[src/rtl/core/bdb_pkg.sv]
// Shared types and constants for the bounded deque and bag.
`timescale 1ns / 1ps

package bdb_pkg;

    // Widths of the request and result fields.
    localparam int CMD_W    = 3;
    localparam int STATUS_W = 2;
    localparam int FIELD_W  = 32;
    localparam int COUNT_W  = 7;

    // Command codes.
    localparam logic [CMD_W-1:0] CMD_PUSH_FRONT = 3'd0;
    localparam logic [CMD_W-1:0] CMD_PUSH_BACK  = 3'd1;
    localparam logic [CMD_W-1:0] CMD_POP_FRONT  = 3'd2;
    localparam logic [CMD_W-1:0] CMD_POP_BACK   = 3'd3;
    localparam logic [CMD_W-1:0] CMD_CONTAINS   = 3'd4;
    localparam logic [CMD_W-1:0] CMD_REMOVE     = 3'd5;

    // Status codes.
    localparam logic [STATUS_W-1:0] STATUS_DONE      = 2'd0;
    localparam logic [STATUS_W-1:0] STATUS_FULL      = 2'd1;
    localparam logic [STATUS_W-1:0] STATUS_EMPTY     = 2'd2;
    localparam logic [STATUS_W-1:0] STATUS_NOT_FOUND = 2'd3;

    // Commands from the controller to the datapath.
    typedef struct packed {
        logic load;      // latch the incoming request
        logic exec;      // apply push or pop, set up a scan
        logic scan;      // one step of the search walk
        logic shift;     // one step of the removal shift
        logic rd_front;  // read the front entry
        logic rd_back;   // read the back entry, keep the front
        logic out_load;  // load the result register
    } dp_ctrl_t;

    // Status from the datapath to the controller.
    typedef struct packed {
        logic scan_go;    // search command on a non-empty store
        logic is_remove;  // latched command is a removal
        logic hit;        // compared entry matches the value
        logic miss;       // last live entry compared without a match
        logic shift_done; // removal shift has finished
        logic out_busy;   // result register still waits to be taken
    } dp_stat_t;

endpackage

[src/rtl/core/bdb_ctrl.sv]
// Controller state machine for the bounded deque and bag.
`timescale 1ns / 1ps

module bdb_ctrl
    import bdb_pkg::*;
(
    input  logic     clk,
    input  logic     rst_n,
    input  logic     s_tvalid,
    output logic     s_tready,
    input  dp_stat_t sts,
    output dp_ctrl_t ctl
);

    typedef enum logic [6:0] {
        ST_IDLE     = 7'b0000001,
        ST_EXEC     = 7'b0000010,
        ST_SCAN     = 7'b0000100,
        ST_SHIFT    = 7'b0001000,
        ST_RD_FRONT = 7'b0010000,
        ST_RD_BACK  = 7'b0100000,
        ST_OUT      = 7'b1000000
    } state_t;

    state_t state_reg;
    state_t state_next;

    always_ff @(posedge clk or negedge rst_n)
    begin
        if (!rst_n)
        begin
            state_reg <= ST_IDLE;
        end
        else
        begin
            state_reg <= state_next;
        end
    end

    always_comb
    begin
        state_next = state_reg;
        ctl        = '0;
        s_tready   = 1'b0;
        case (state_reg)
            ST_IDLE:
            begin
                s_tready = 1'b1;
                if (s_tvalid)
                begin
                    ctl.load   = 1'b1;
                    state_next = ST_EXEC;
                end
            end
            ST_EXEC:
            begin
                ctl.exec = 1'b1;
                if (sts.scan_go)
                begin
                    state_next = ST_SCAN;
                end
                else
                begin
                    state_next = ST_RD_FRONT;
                end
            end
            ST_SCAN:
            begin
                ctl.scan = 1'b1;
                if (sts.hit)
                begin
                    state_next = sts.is_remove ? ST_SHIFT : ST_RD_FRONT;
                end
                else if (sts.miss)
                begin
                    state_next = ST_RD_FRONT;
                end
            end
            ST_SHIFT:
            begin
                ctl.shift = 1'b1;
                if (sts.shift_done)
                begin
                    state_next = ST_RD_FRONT;
                end
            end
            ST_RD_FRONT:
            begin
                ctl.rd_front = 1'b1;
                state_next   = ST_RD_BACK;
            end
            ST_RD_BACK:
            begin
                ctl.rd_back = 1'b1;
                state_next  = ST_OUT;
            end
            ST_OUT:
            begin
                if (!sts.out_busy)
                begin
                    ctl.out_load = 1'b1;
                    state_next   = ST_IDLE;
                end
            end
            default:
            begin
                state_next = ST_IDLE;
            end
        endcase
    end

endmodule

[src/rtl/core/bdb_datapath.sv]
// Datapath for the bounded deque and bag: ring store, pointers and result register.
`timescale 1ns / 1ps

module bdb_datapath
    import bdb_pkg::*;
#(
    parameter int DEPTH       = 64,
    parameter int VALUE_WIDTH = 32
)
(
    input  logic                clk,
    input  logic                rst_n,
    input  dp_ctrl_t            ctl,
    output dp_stat_t            sts,
    input  logic [CMD_W-1:0]    s_cmd,
    input  logic [FIELD_W-1:0]  s_value,
    output logic                m_tvalid,
    input  logic                m_tready,
    output logic [71:0]         m_tdata,
    output logic [2:0]          m_tuser
);

    localparam int AW = (DEPTH > 1) ? $clog2(DEPTH) : 1;
    localparam int CW = $clog2(DEPTH + 1);
    localparam logic [CW-1:0] DEPTH_C = CW'(DEPTH);
    localparam logic [AW-1:0] LAST_C  = AW'(DEPTH - 1);

    // Ring slot of a position counted from the front.
    function automatic logic [AW-1:0] slot_of(input logic [AW-1:0] base,
                                              input logic [CW-1:0] pos);
        logic [CW:0] sum;
        sum = (CW+1)'(base) + (CW+1)'(pos);
        if (sum >= (CW+1)'(DEPTH))
        begin
            sum = sum - (CW+1)'(DEPTH);
        end
        return sum[AW-1:0];
    endfunction

    logic [VALUE_WIDTH-1:0] mem [DEPTH];

    logic [CMD_W-1:0]       cmd_reg;
    logic [VALUE_WIDTH-1:0] value_reg;
    logic [AW-1:0]          head_reg, head_next;
    logic [CW-1:0]          count_reg, count_next;
    logic [CW-1:0]          walk_idx_reg, walk_idx_next;
    logic                   pipe_valid_reg, pipe_valid_next;
    logic [CW-1:0]          pipe_idx_reg, pipe_idx_next;
    logic [STATUS_W-1:0]    status_reg, status_next;
    logic                   found_reg, found_next;
    logic [VALUE_WIDTH-1:0] front_reg;
    logic [VALUE_WIDTH-1:0] rdata_reg;

    logic                   out_valid_reg;
    logic [FIELD_W-1:0]     out_front_reg;
    logic [FIELD_W-1:0]     out_back_reg;
    logic [COUNT_W-1:0]     out_count_reg;
    logic                   out_empty_reg;
    logic [STATUS_W-1:0]    out_status_reg;
    logic                   out_found_reg;

    logic                   is_push, is_search, is_remove;
    logic                   full, empty, walk_live, match;
    logic [CW-1:0]          count_m1;
    logic [AW-1:0]          head_dec, head_inc;

    logic                   wr_en;
    logic [AW-1:0]          wr_addr;
    logic [VALUE_WIDTH-1:0] wr_data;
    logic                   rd_en;
    logic [CW-1:0]          rd_pos;
    logic [AW-1:0]          rd_addr;

    assign is_push   = (cmd_reg == CMD_PUSH_FRONT) || (cmd_reg == CMD_PUSH_BACK);
    assign is_remove = (cmd_reg == CMD_REMOVE);
    assign is_search = (cmd_reg == CMD_CONTAINS) || is_remove;
    assign full      = (count_reg == DEPTH_C);
    assign empty     = (count_reg == '0);
    assign count_m1  = count_reg - CW'(1);
    assign walk_live = (walk_idx_reg < count_reg);
    assign match     = (rdata_reg == value_reg);
    assign head_dec  = (head_reg == '0) ? LAST_C : head_reg - AW'(1);
    assign head_inc  = (head_reg == LAST_C) ? '0 : head_reg + AW'(1);

    assign sts.scan_go    = is_search && !empty;
    assign sts.is_remove  = is_remove;
    assign sts.hit        = pipe_valid_reg && match;
    assign sts.miss       = pipe_valid_reg && !match && (pipe_idx_reg == count_m1);
    assign sts.shift_done = !walk_live && !pipe_valid_reg;
    assign sts.out_busy   = out_valid_reg && !m_tready;

    // Pointer, count and walk control.
    always_comb
    begin
        head_next       = head_reg;
        count_next      = count_reg;
        walk_idx_next   = walk_idx_reg;
        pipe_valid_next = pipe_valid_reg;
        pipe_idx_next   = pipe_idx_reg;
        status_next     = status_reg;
        found_next      = found_reg;

        if (ctl.exec)
        begin
            walk_idx_next   = '0;
            pipe_valid_next = 1'b0;
            status_next     = STATUS_DONE;
            found_next      = 1'b0;
            case (cmd_reg)
                CMD_PUSH_FRONT:
                begin
                    if (full)
                    begin
                        status_next = STATUS_FULL;
                    end
                    else
                    begin
                        head_next  = head_dec;
                        count_next = count_reg + CW'(1);
                    end
                end
                CMD_PUSH_BACK:
                begin
                    if (full)
                    begin
                        status_next = STATUS_FULL;
                    end
                    else
                    begin
                        count_next = count_reg + CW'(1);
                    end
                end
                CMD_POP_FRONT:
                begin
                    if (empty)
                    begin
                        status_next = STATUS_EMPTY;
                    end
                    else
                    begin
                        head_next  = head_inc;
                        count_next = count_m1;
                    end
                end
                CMD_POP_BACK:
                begin
                    if (empty)
                    begin
                        status_next = STATUS_EMPTY;
                    end
                    else
                    begin
                        count_next = count_m1;
                    end
                end
                CMD_REMOVE:
                begin
                    if (empty)
                    begin
                        status_next = STATUS_NOT_FOUND;
                    end
                end
                default:
                begin
                end
            endcase
        end

        if (ctl.scan)
        begin
            if (sts.hit)
            begin
                found_next      = 1'b1;
                // Start the shift just past the matching entry.
                walk_idx_next   = pipe_idx_reg + CW'(1);
                pipe_valid_next = 1'b0;
            end
            else
            begin
                if (sts.miss && is_remove)
                begin
                    status_next = STATUS_NOT_FOUND;
                end
                pipe_valid_next = walk_live;
                pipe_idx_next   = walk_idx_reg;
                if (walk_live)
                begin
                    walk_idx_next = walk_idx_reg + CW'(1);
                end
            end
        end

        if (ctl.shift)
        begin
            // Entry read now lands one place toward the front next cycle.
            pipe_valid_next = walk_live;
            pipe_idx_next   = walk_idx_reg - CW'(1);
            if (walk_live)
            begin
                walk_idx_next = walk_idx_reg + CW'(1);
            end
            if (sts.shift_done)
            begin
                count_next = count_m1;
            end
        end
    end

    // Memory port selection.
    always_comb
    begin
        wr_en   = 1'b0;
        wr_addr = slot_of(head_reg, pipe_idx_reg);
        wr_data = rdata_reg;
        if (ctl.exec && is_push && !full)
        begin
            wr_en   = 1'b1;
            wr_data = value_reg;
            wr_addr = (cmd_reg == CMD_PUSH_FRONT) ? head_dec : slot_of(head_reg, count_reg);
        end
        else if (ctl.shift && pipe_valid_reg)
        begin
            wr_en = 1'b1;
        end
    end

    assign rd_en   = ((ctl.scan || ctl.shift) && walk_live) || ctl.rd_front || ctl.rd_back;
    assign rd_pos  = ctl.rd_back ? count_m1 : (ctl.rd_front ? '0 : walk_idx_reg);
    assign rd_addr = slot_of(head_reg, rd_pos);

    always_ff @(posedge clk)
    begin
        if (wr_en)
        begin
            mem[wr_addr] <= wr_data;
        end
        if (rd_en)
        begin
            rdata_reg <= mem[rd_addr];
        end
    end

    always_ff @(posedge clk or negedge rst_n)
    begin
        if (!rst_n)
        begin
            head_reg       <= '0;
            count_reg      <= '0;
            pipe_valid_reg <= 1'b0;
            out_valid_reg  <= 1'b0;
        end
        else
        begin
            head_reg       <= head_next;
            count_reg      <= count_next;
            pipe_valid_reg <= pipe_valid_next;
            if (ctl.out_load)
            begin
                out_valid_reg <= 1'b1;
            end
            else if (m_tready)
            begin
                out_valid_reg <= 1'b0;
            end
        end
    end

    always_ff @(posedge clk)
    begin
        walk_idx_reg <= walk_idx_next;
        pipe_idx_reg <= pipe_idx_next;
        status_reg   <= status_next;
        found_reg    <= found_next;
        if (ctl.load)
        begin
            cmd_reg   <= s_cmd;
            value_reg <= VALUE_WIDTH'(s_value);
        end
        if (ctl.rd_back)
        begin
            front_reg <= rdata_reg;
        end
        if (ctl.out_load)
        begin
            out_front_reg  <= empty ? '0 : FIELD_W'(front_reg);
            out_back_reg   <= empty ? '0 : FIELD_W'(rdata_reg);
            out_count_reg  <= COUNT_W'(count_reg);
            out_empty_reg  <= empty;
            out_status_reg <= status_reg;
            out_found_reg  <= found_reg;
        end
    end

    assign m_tvalid = out_valid_reg;
    assign m_tdata  = {out_empty_reg, out_count_reg, out_back_reg, out_front_reg};
    assign m_tuser  = {out_found_reg, out_status_reg};

endmodule

[src/rtl/core/bounded_deque_bag.sv]
// Top level of the bounded double-ended queue with bag operations.
`timescale 1ns / 1ps
//
// Channel   Direction  Payload
// s_axis    in         tuser: cmd; tdata: value
// m_axis    out        tuser: status, found; tdata: front, back, count, empty
//
// Sequence: a push, a pop or an unused command passes through the execute, read
// front, read back and output states before its result is offered, and the
// next request is taken once the controller is back in idle. Contains and
// remove walk the ring through the single read port of the entry store, one
// entry a cycle. A removal then moves each later entry one slot toward the
// front at one entry a cycle. The slowest request is a removal of an early
// entry from a full store.
// Reset clears the front index, the entry count, the walk valid flag and the output
// valid flag; the entry store itself is not cleared, and front and back are zero in an empty result.
// The result register holds a finished result while the next request is
// accepted and worked on; only the final load waits for m_axis_tready.

module bounded_deque_bag
    import bdb_pkg::*;
#(
    parameter int DEPTH       = 64,
    parameter int VALUE_WIDTH = 32
)
(
    input  logic        clk,
    input  logic        rst_n,

    input  logic        s_axis_tvalid,
    output logic        s_axis_tready,
    input  logic [31:0] s_axis_tdata,   // [31:0] value
    input  logic [2:0]  s_axis_tuser,   // [2:0] cmd

    output logic        m_axis_tvalid,
    input  logic        m_axis_tready,
    output logic [71:0] m_axis_tdata,   // [31:0] front_value, [63:32] back_value,
                                        // [70:64] entry_count, [71] is_empty
    output logic [2:0]  m_axis_tuser    // [1:0] status, [2] found
);

    dp_ctrl_t ctl;
    dp_stat_t sts;

    // The controller sequences each request; the datapath owns all storage.
    bdb_ctrl u_ctrl (
        .clk      (clk),
        .rst_n    (rst_n),
        .s_tvalid (s_axis_tvalid),
        .s_tready (s_axis_tready),
        .sts      (sts),
        .ctl      (ctl)
    );

    bdb_datapath #(
        .DEPTH       (DEPTH),
        .VALUE_WIDTH (VALUE_WIDTH)
    ) u_datapath (
        .clk      (clk),
        .rst_n    (rst_n),
        .ctl      (ctl),
        .sts      (sts),
        .s_cmd    (s_axis_tuser),
        .s_value  (s_axis_tdata),
        .m_tvalid (m_axis_tvalid),
        .m_tready (m_axis_tready),
        .m_tdata  (m_axis_tdata),
        .m_tuser  (m_axis_tuser)
    );

endmodule

[config.mk]
export PLATFORM = sky130hd
export DESIGN_NAME = bounded_deque_bag
export DESIGN_NICKNAME = d
export VERILOG_FILES = /design/src/rtl/core/bdb_pkg.sv /design/src/rtl/core/bdb_ctrl.sv /design/src/rtl/core/bdb_datapath.sv /design/src/rtl/core/bounded_deque_bag.sv
export SDC_FILE = /design/constraint.sdc
export NUM_CORES = 2
export LEC_CHECK = 0
export BUFFER_PORTS_ARGS = -buffer_cell sky130_fd_sc_hd__buf_2
export CAP_MARGIN = 20
export CORE_MARGIN = 2
export CORE_UTILIZATION = 35
export CTS_CLUSTER_DIAMETER = 60
export DETAILED_ROUTE_END_ITERATION = 6
export PLACE_DENSITY = 0.56
export SLEW_MARGIN = 20
export SYNTH_ARGS = -nofsm -noshare
export SYNTH_HDL_FRONTEND = slang
export SYNTH_SLANG_ARGS = --single-unit
[constraint.sdc]
create_clock -name clk -period 5.7 [get_ports clk]
set_input_delay 1.14 -clock clk [delete_from_list [all_inputs] [get_ports clk]]
set_output_delay 1.14 -clock clk [all_outputs]
set_load 0.005 [all_outputs]
* Yosys cells after proc, flatten, opt, wreduce, memory -nomap -nowiden
Memory sizes are Yosys's and may differ from the RTL's. A register that Yosys moved wholly into a read port is not among the register bits.
Cells that the tools add are included.
Widths: inputs -> output; s select.
** Cells by class
- Shift-type cells :: 0
- Multiply operators :: 0
- Equal/unequal tests :: 23
- Div/mod/pow operators :: 0
- Order comparisons :: 4
- Multiplexer cells :: 67
- Add/subtract/negate cells :: 13
- Reductions and logical operators :: 34
- Bitwise logic cells :: 0
** Operators by type and width (count)
- $mux 7 :: 21
- $mux 6 :: 9
- $pmux 7 s7 :: 1
- $eq 32x32->1 :: 1
- $mux 32 :: 1
- $add 6x7->8 :: 3
- $ge 8x7->1 const B :: 3
- $mux 1 :: 24
- $sub 6x1->6 const B :: 4
- $add 7x1->7 const B :: 3
- $eq 7x7->1 const B :: 2
- $pmux 7 s2 :: 1
- $sub 7x1->7 const B :: 2
- $mux 2 :: 6
- $pmux 6 s2 :: 1
- $logic_and 1x1->1 :: 11
- $mux 5 :: 2
- $ne 2x2->1 const B :: 5
- $reduce_and 4->1 :: 2
- $eq 7x1->1 const B :: 1
- $eq 7x2->1 const B :: 1
- $eq 7x3->1 const B :: 1
- $eq 7x4->1 const B :: 1
- $eq 7x5->1 const B :: 1
- 20 further kinds :: 34
** Storage, ports and cells
- Input bits :: 39
- Logic and storage cells :: 160
- Bits in latches :: 0
- ROM bits :: 0
- Memory bits (writable) :: 2048
- Register bits :: 181
- Memories kept :: 1
** Memory list
- u_datapath.mem :: depth 64, width 32, rd ports 1, clocked after memory_dff 1, wr ports 1, RTL line bdb_datapath.sv:40 : logic [VALUE_WIDTH-1:0] mem [DEPTH];

* Longest topological paths before layout
- Depth after elaboration :: 8
- Depth in mapped cells :: 15
- Depth with buffers taken out :: 13

* Hierarchy
From an unflattened synthesis, not the netlist that was laid out.
** Second synthesis, totals
- Cells, all modules :: 4033
- Area total of the unflattened synthesis :: 88573.7 µm²
** By module, submodules not included
- bdb_datapath :: cells an instance 3982, instances 1, area each 88089.5 µm²
- bdb_ctrl :: cells an instance 51, instances 1, area each 484.2 µm²

* Worst setup path before layout
OpenSTA, ideal clock, no wires.
- Path kind :: register -> register
- From :: register u_datapath.count_reg[0]
- To :: memory u_datapath.mem[33][0] (enable)
- Stages on the path, launching flop included :: 10
- Data arrival time :: 4586 ps
- Buffers on the path :: 1
- Slack :: 653 ps
- Period minus slack after synthesis :: 5047 ps
- Library setup time :: 461 ps
- Path through :: dfrtp_1 ha_1 fa_1 a21o_1 a21oi_1 xnor2_1 mux2_2 o31a_1 buf_4 nor3_1
** On the way
- Word-level cells in the longest chain between the ends :: 6
- Elaborated cells on any way between the ends :: 12
- Those cells by class :: add/sub: 2; order compare: 1; eq/ne: 1; mux: 6; reduce/logical: 2
** RTL lines
- start: declaration :: RTL line bdb_datapath.sv:45 : logic [CW-1:0] count_reg, count_next;
- start signal: assignment :: RTL line bdb_datapath.sv:255 : count_reg <= count_next;
- parallel branches: the longest is 6 deep, another holds $add 6x7->8
- end: declaration :: RTL line bdb_datapath.sv:40
Parallel ways; which one is timed is not known.

* Final worst setup path
- From :: register u_ctrl.state_reg[2]
- To :: register u_datapath.rdata_reg[11] (read register of u_datapath.mem), data pin
** On the way
- Word-level cells in the longest chain between the ends :: 7
- Elaborated cells on any way between the ends :: 18
- Those cells by class :: add/sub: 2; order compare: 1; eq/ne: 4; mux: 7; reduce/logical: 4
** RTL lines
- start: declaration :: RTL line bdb_ctrl.sv:25 : state_t state_reg;
- start signal: assignment :: RTL line bdb_ctrl.sv:36 : state_reg <= state_next;
- $eq 7x5->1 :: RTL line bdb_ctrl.sv:45 : case (state_reg)
- $mux 1 :: RTL line bdb_ctrl.sv:45
- $mux 7 (2 in series) :: RTL line bdb_datapath.sv:228 : assign rd_pos = ctl.rd_back ? count_m1 : (ctl.rd_front ? '0 : walk_idx_reg);
- $add 6x7->8 :: RTL line bdb_datapath.sv:32 : sum = (CW+1)'(base) + (CW+1)'(pos);
- $ge 8x7->1 or $sub 6x1->6 (tied branches) :: RTL line bdb_datapath.sv:33, bdb_datapath.sv:35
- $mux 6 :: RTL line bdb_datapath.sv:33 : if (sum >= (CW+1)'(DEPTH))
- end: declaration :: RTL line bdb_datapath.sv:52 : logic [VALUE_WIDTH-1:0] rdata_reg;
Several ways; a longest one is shown, not always the timed one.
A chain may end at the register's enable or synchronous reset.

==> impl_metrics.env <==
export IMPL_outcome="finished, final reports clean"
export IMPL_post_drt_wl_per_cell_um=29.2
export IMPL_peakVddDrop_uv=506
export IMPL_multi_input_area_um2=20700
export IMPL_grt_util_all_layers_pct=18.1
export IMPL_h_tree_depth=4
export IMPL_synth_warning_count=0
export IMPL_slowest_delay_ns=1.05
export IMPL_finalCritPeriodShare_pct=99.0
export IMPL_finalWeightedCongestion=0.832
export IMPL_clk_pin_slew_worst_paths_ns=0.06
export IMPL_grt_max_degree=76
export IMPL_crit_path_max_fanout=42
export IMPL_p_total_w=0.0611
export IMPL_crit_reg2reg_capture="u_datapath.rdata_reg[11]$_DFFE_PP_"
export IMPL_timing_final_setup_violations=0
export IMPL_initial_core_util_pct=35.3
export IMPL_p_per_area_nw_per_um2=595
export IMPL_synthDominantAreaCellType="edfxtp_1"
export IMPL_critical_path_n_buffers_inverters=2
export IMPL_postSynthAreaPerCell_um2=21.2
export IMPL_final_nets=4623
export IMPL_finalCriticalPeriod_ns=5.65
export IMPL_drv_max_cap_violation_count=0
export IMPL_antenna_violations_before_repair=8
export IMPL_pwr_share_seq_pct=33.5
export IMPL_synth_seq_cells=2261
export IMPL_net_switching_power_figure_w=0.0223
export IMPL_synthArstFlopShare_pct=0.973
export IMPL_rsz_0062_raised_after_global_routing="no"
export IMPL_synth_compound_area_share_pct=2.45
export IMPL_largest_register="u_datapath.mem"
export IMPL_layout_area_overhead_vs_synth_pct=15.7
export IMPL_area_sequential_um2=67700
export IMPL_r2r_setup_slack_ns=0.05
export IMPL_numPortBuffers=115
export IMPL_crit_arrival_ns=6.27
export IMPL_start_kind="flop"
export IMPL_cell_internal_pwr_w=0.0389
export IMPL_reg2reg_from="u_ctrl.state_reg[2]$_DFFE_PN0P_"
export IMPL_final_layout_size_suffix_gt1_share_pct=30.9
export IMPL_final_core_util_pct=40.8
export IMPL_cts_buffers=224
export IMPL_grt_pass1_wl_mm=334
export IMPL_routed_via_count=44400
export IMPL_yosys_area_share_xor_xnor_pct=0.758
export IMPL_yosys_mux_area_fraction_pct=15.8
export IMPL_simple_gate_portion_of_the_synthesized_area_pct=3.07
export IMPL_synth_most_common_cell="edfxtp_1"
export IMPL_drt_pre_antenna_iters=7
export IMPL_drt_drc_violations_left=0
export IMPL_drc_marker_count_from_the_first_detailed_route_iteration=4821
export IMPL_worstSetupPathDepth=14
export IMPL_worstPathCellList="or3_1 > nor3_2 > nand2_1 > nand2_1 > o21ai_0 > ha_4 > fa_4 > buf_12 > buf_12 > mux4_2 > nand2_1 > a32oi_1 > o221ai_1 > mux2i_1"
export IMPL_die_w_um=508
export IMPL_power_leakage_nw=32.3
export IMPL_insertion_delay_ns=0.89
export IMPL_postSynthCellCount=4200
export IMPL_worst_setup_path_endpoint="u_datapath.rdata_reg[11]$_DFFE_PP_"
export IMPL_cts_hold_repair_buffers=0
export IMPL_switching_share_pct=36.4
export IMPL_slowest_stage="fa_4"
export IMPL_timing_max_slew_rel_slack_pct=25.9
export IMPL_vias_per_cell=5.48
export IMPL_io_pin_count=116
export IMPL_worst_setup_path_end_kind="flop"
export IMPL_synth_edf_count=2229
export IMPL_ff2ff_path_depth=14
export IMPL_critPathKind="reg2reg"
export IMPL_place_detailed_hpwl_mm=141
export IMPL_power_frac_clock_pct=23.7
export IMPL_max_slew_violation_count=0
export IMPL_clockRootBuffer="clkbuf_16"
export IMPL_synth_cell_types=78
export IMPL_core_region_area_um2=252000
export IMPL_syn_nets=4271
export IMPL_share_of_synthesized_cell_area_in_full_adder_half_adder_and_majority_cells_pct=0.476
export IMPL_row_count=184
export IMPL_cts_num_sinks=2261
export IMPL_timing_critical_path_from="u_ctrl.state_reg[2]$_DFFE_PN0P_"
export IMPL_fp_dieH_um=508
export IMPL_synth_seq_area_share_pct=76.2
export IMPL_netlist_area_leader_share_pct=75.3
export IMPL_clock_skew_final_ns=0.0695
export IMPL_crit_top_cell="nand2_1"
export IMPL_routed_wirelength_mm=237
export IMPL_mappedNetlistArea_um2=88800
export IMPL_hold_wc_path_type="in2async"
export IMPL_ys_dominant_reg_cell="edfxtp_1"
export IMPL_tritoncts="yes"
export IMPL_hold_violations=0
export IMPL_largest_register_ff_count=2048
export IMPL_fillerInstances=22000
export IMPL_cp_top_family="adder cells"
export IMPL_combinationalPowerShare_pct=42.9
export IMPL_synth_common_cells="edfxtp_1 (2,229), mux4_2 (512), nand2_1 (269)"
export IMPL_floorplan_die_area_um2=258000
export IMPL_first_global_vias=44000
export IMPL_grt_overflow=0
export IMPL_synth_top_cells_by_area="edfxtp_1 (75%), mux4_2 (13%), mux2_2 (1.7%)"
export IMPL_dominant_combinational_cell_family_by_area_after_synthesis="multiplexers"
export IMPL_worst_endpoint_required_ns=6.33
export IMPL_worstMarginPinSlew_ns=1.11
export IMPL_drt_antenna_violating_nets=0
export IMPL_maxClockFrequency_ghz=0.177
export IMPL_cts_buffer_depth=3
-- metrics by stage --
stage | setup slack (ns) | std cells | instance area [um2] | TNS [ns] | hold slack, ns
after floorplan | 0.653 | 4200 | 88800 | 0 | 0.403
after global placement | -0.0791 | 7669 | 95400 | -0.0791 | 0.421
after detailed placement | -0.0300 | 7673 | 95500 | -0.0300 | 0.426
after CTS | 0.0430 | 8087 | 103000 | 0 | 0.203
after global routing | 0.0170 | 8089 | 103000 | 0 | 0.259
final | 0.0542 | 8092 | 103000 | 0 | 0.262
-- worst min-delay path by stage --
stage | endpoint | depth (start not counted)
finish | u_datapath.count_reg[6]$_DFF_PN0_ | 1
global route | u_datapath.count_reg[6]$_DFF_PN0_ | 1
detailed placement | u_datapath.out_status_reg[1]$_DFFE_PP_ | 0
CTS | u_datapath.count_reg[6]$_DFF_PN0_ | 1
floorplan | u_datapath.out_status_reg[1]$_DFFE_PP_ | 0
global placement | u_datapath.out_found_reg$_DFFE_PP_ | 0
-- final cells by class --
type                    instances  share of cell area, %
repair buffers                355                   2.86
flip-flops and latches       2261                   65.8
clock buffers                 262                   5.59
diodes                          4                0.00974
multi-input cells            1687                   20.1
inverters                      23                 0.0840
clock inverters               152                   1.43
well taps                    3348                   4.07
-- routing by layer --
metal / GRT usage (%) / routed length [um]
met2: 28.1 / 109000
met5: 0 / 26
met4: 5.02 / 5750
met3: 3.41 / 18700
met1: 26.2 / 103000
-- logic make-up after synthesis --
| family | after synthesis |
|---|---|
| buf+inv | 252 |
| mux | 749 |
| simple gates | 551 |
| flops | 2261 |
| fa+ha+maj | 32 |
| xor+xnor | 69 |
| compound gates | 286 |
-- layout by cell type, fill, tap and decap left out, types with 9 or more instances in the layout --
cell,synthesis,layout
ha_1,29,28
nand2b_1,10,10
inv_6,0,11
nor3_2,13,61
xor2_1,44,43
mux2i_1,105,105
a21oi_1,28,28
nor2b_1,9,9
inv_1,23,23
and3_1,13,13
mux4_2,512,512
nor3_4,1,9
clkinv_2,0,44
nor2_1,23,21
dfxtp_1,10,10
clkbuf_16,0,224
and2_1,67,66
buf_4,6,194
nand2_1,269,235
mux2_2,131,131
clkbuf_1,131,38
nand2_2,0,27
nor4_1,15,15
o21ai_0,42,41
edfxtp_1,2229,2229
buf_12,0,44
bufinv_16,0,17
buf_2,63,116
clkinv_1,0,54
xnor2_1,20,19
nand3_1,21,20
o22ai_1,10,9
nor3_1,72,16
dfrtp_1,21,21
o221ai_1,65,63
a32oi_1,65,61
-- power groups by stage --
stage                     Sequential [W]  Combinational, W  Clock, W
after floorplan                   0.0205            0.0157         0
after global placement            0.0208            0.0263         0
after detailed placement          0.0208            0.0264         0
after CTS                         0.0205            0.0265    0.0147
after global routing              0.0205            0.0277    0.0154
final                             0.0205            0.0262    0.0145
-- what timing repair did --
item / CTS / global route
gates resized for setup: 1 / 5
setup buffers: 0 / 0
endpoints found under the setup margin: 1 / 5
Power figures use the tool's default switching activity.
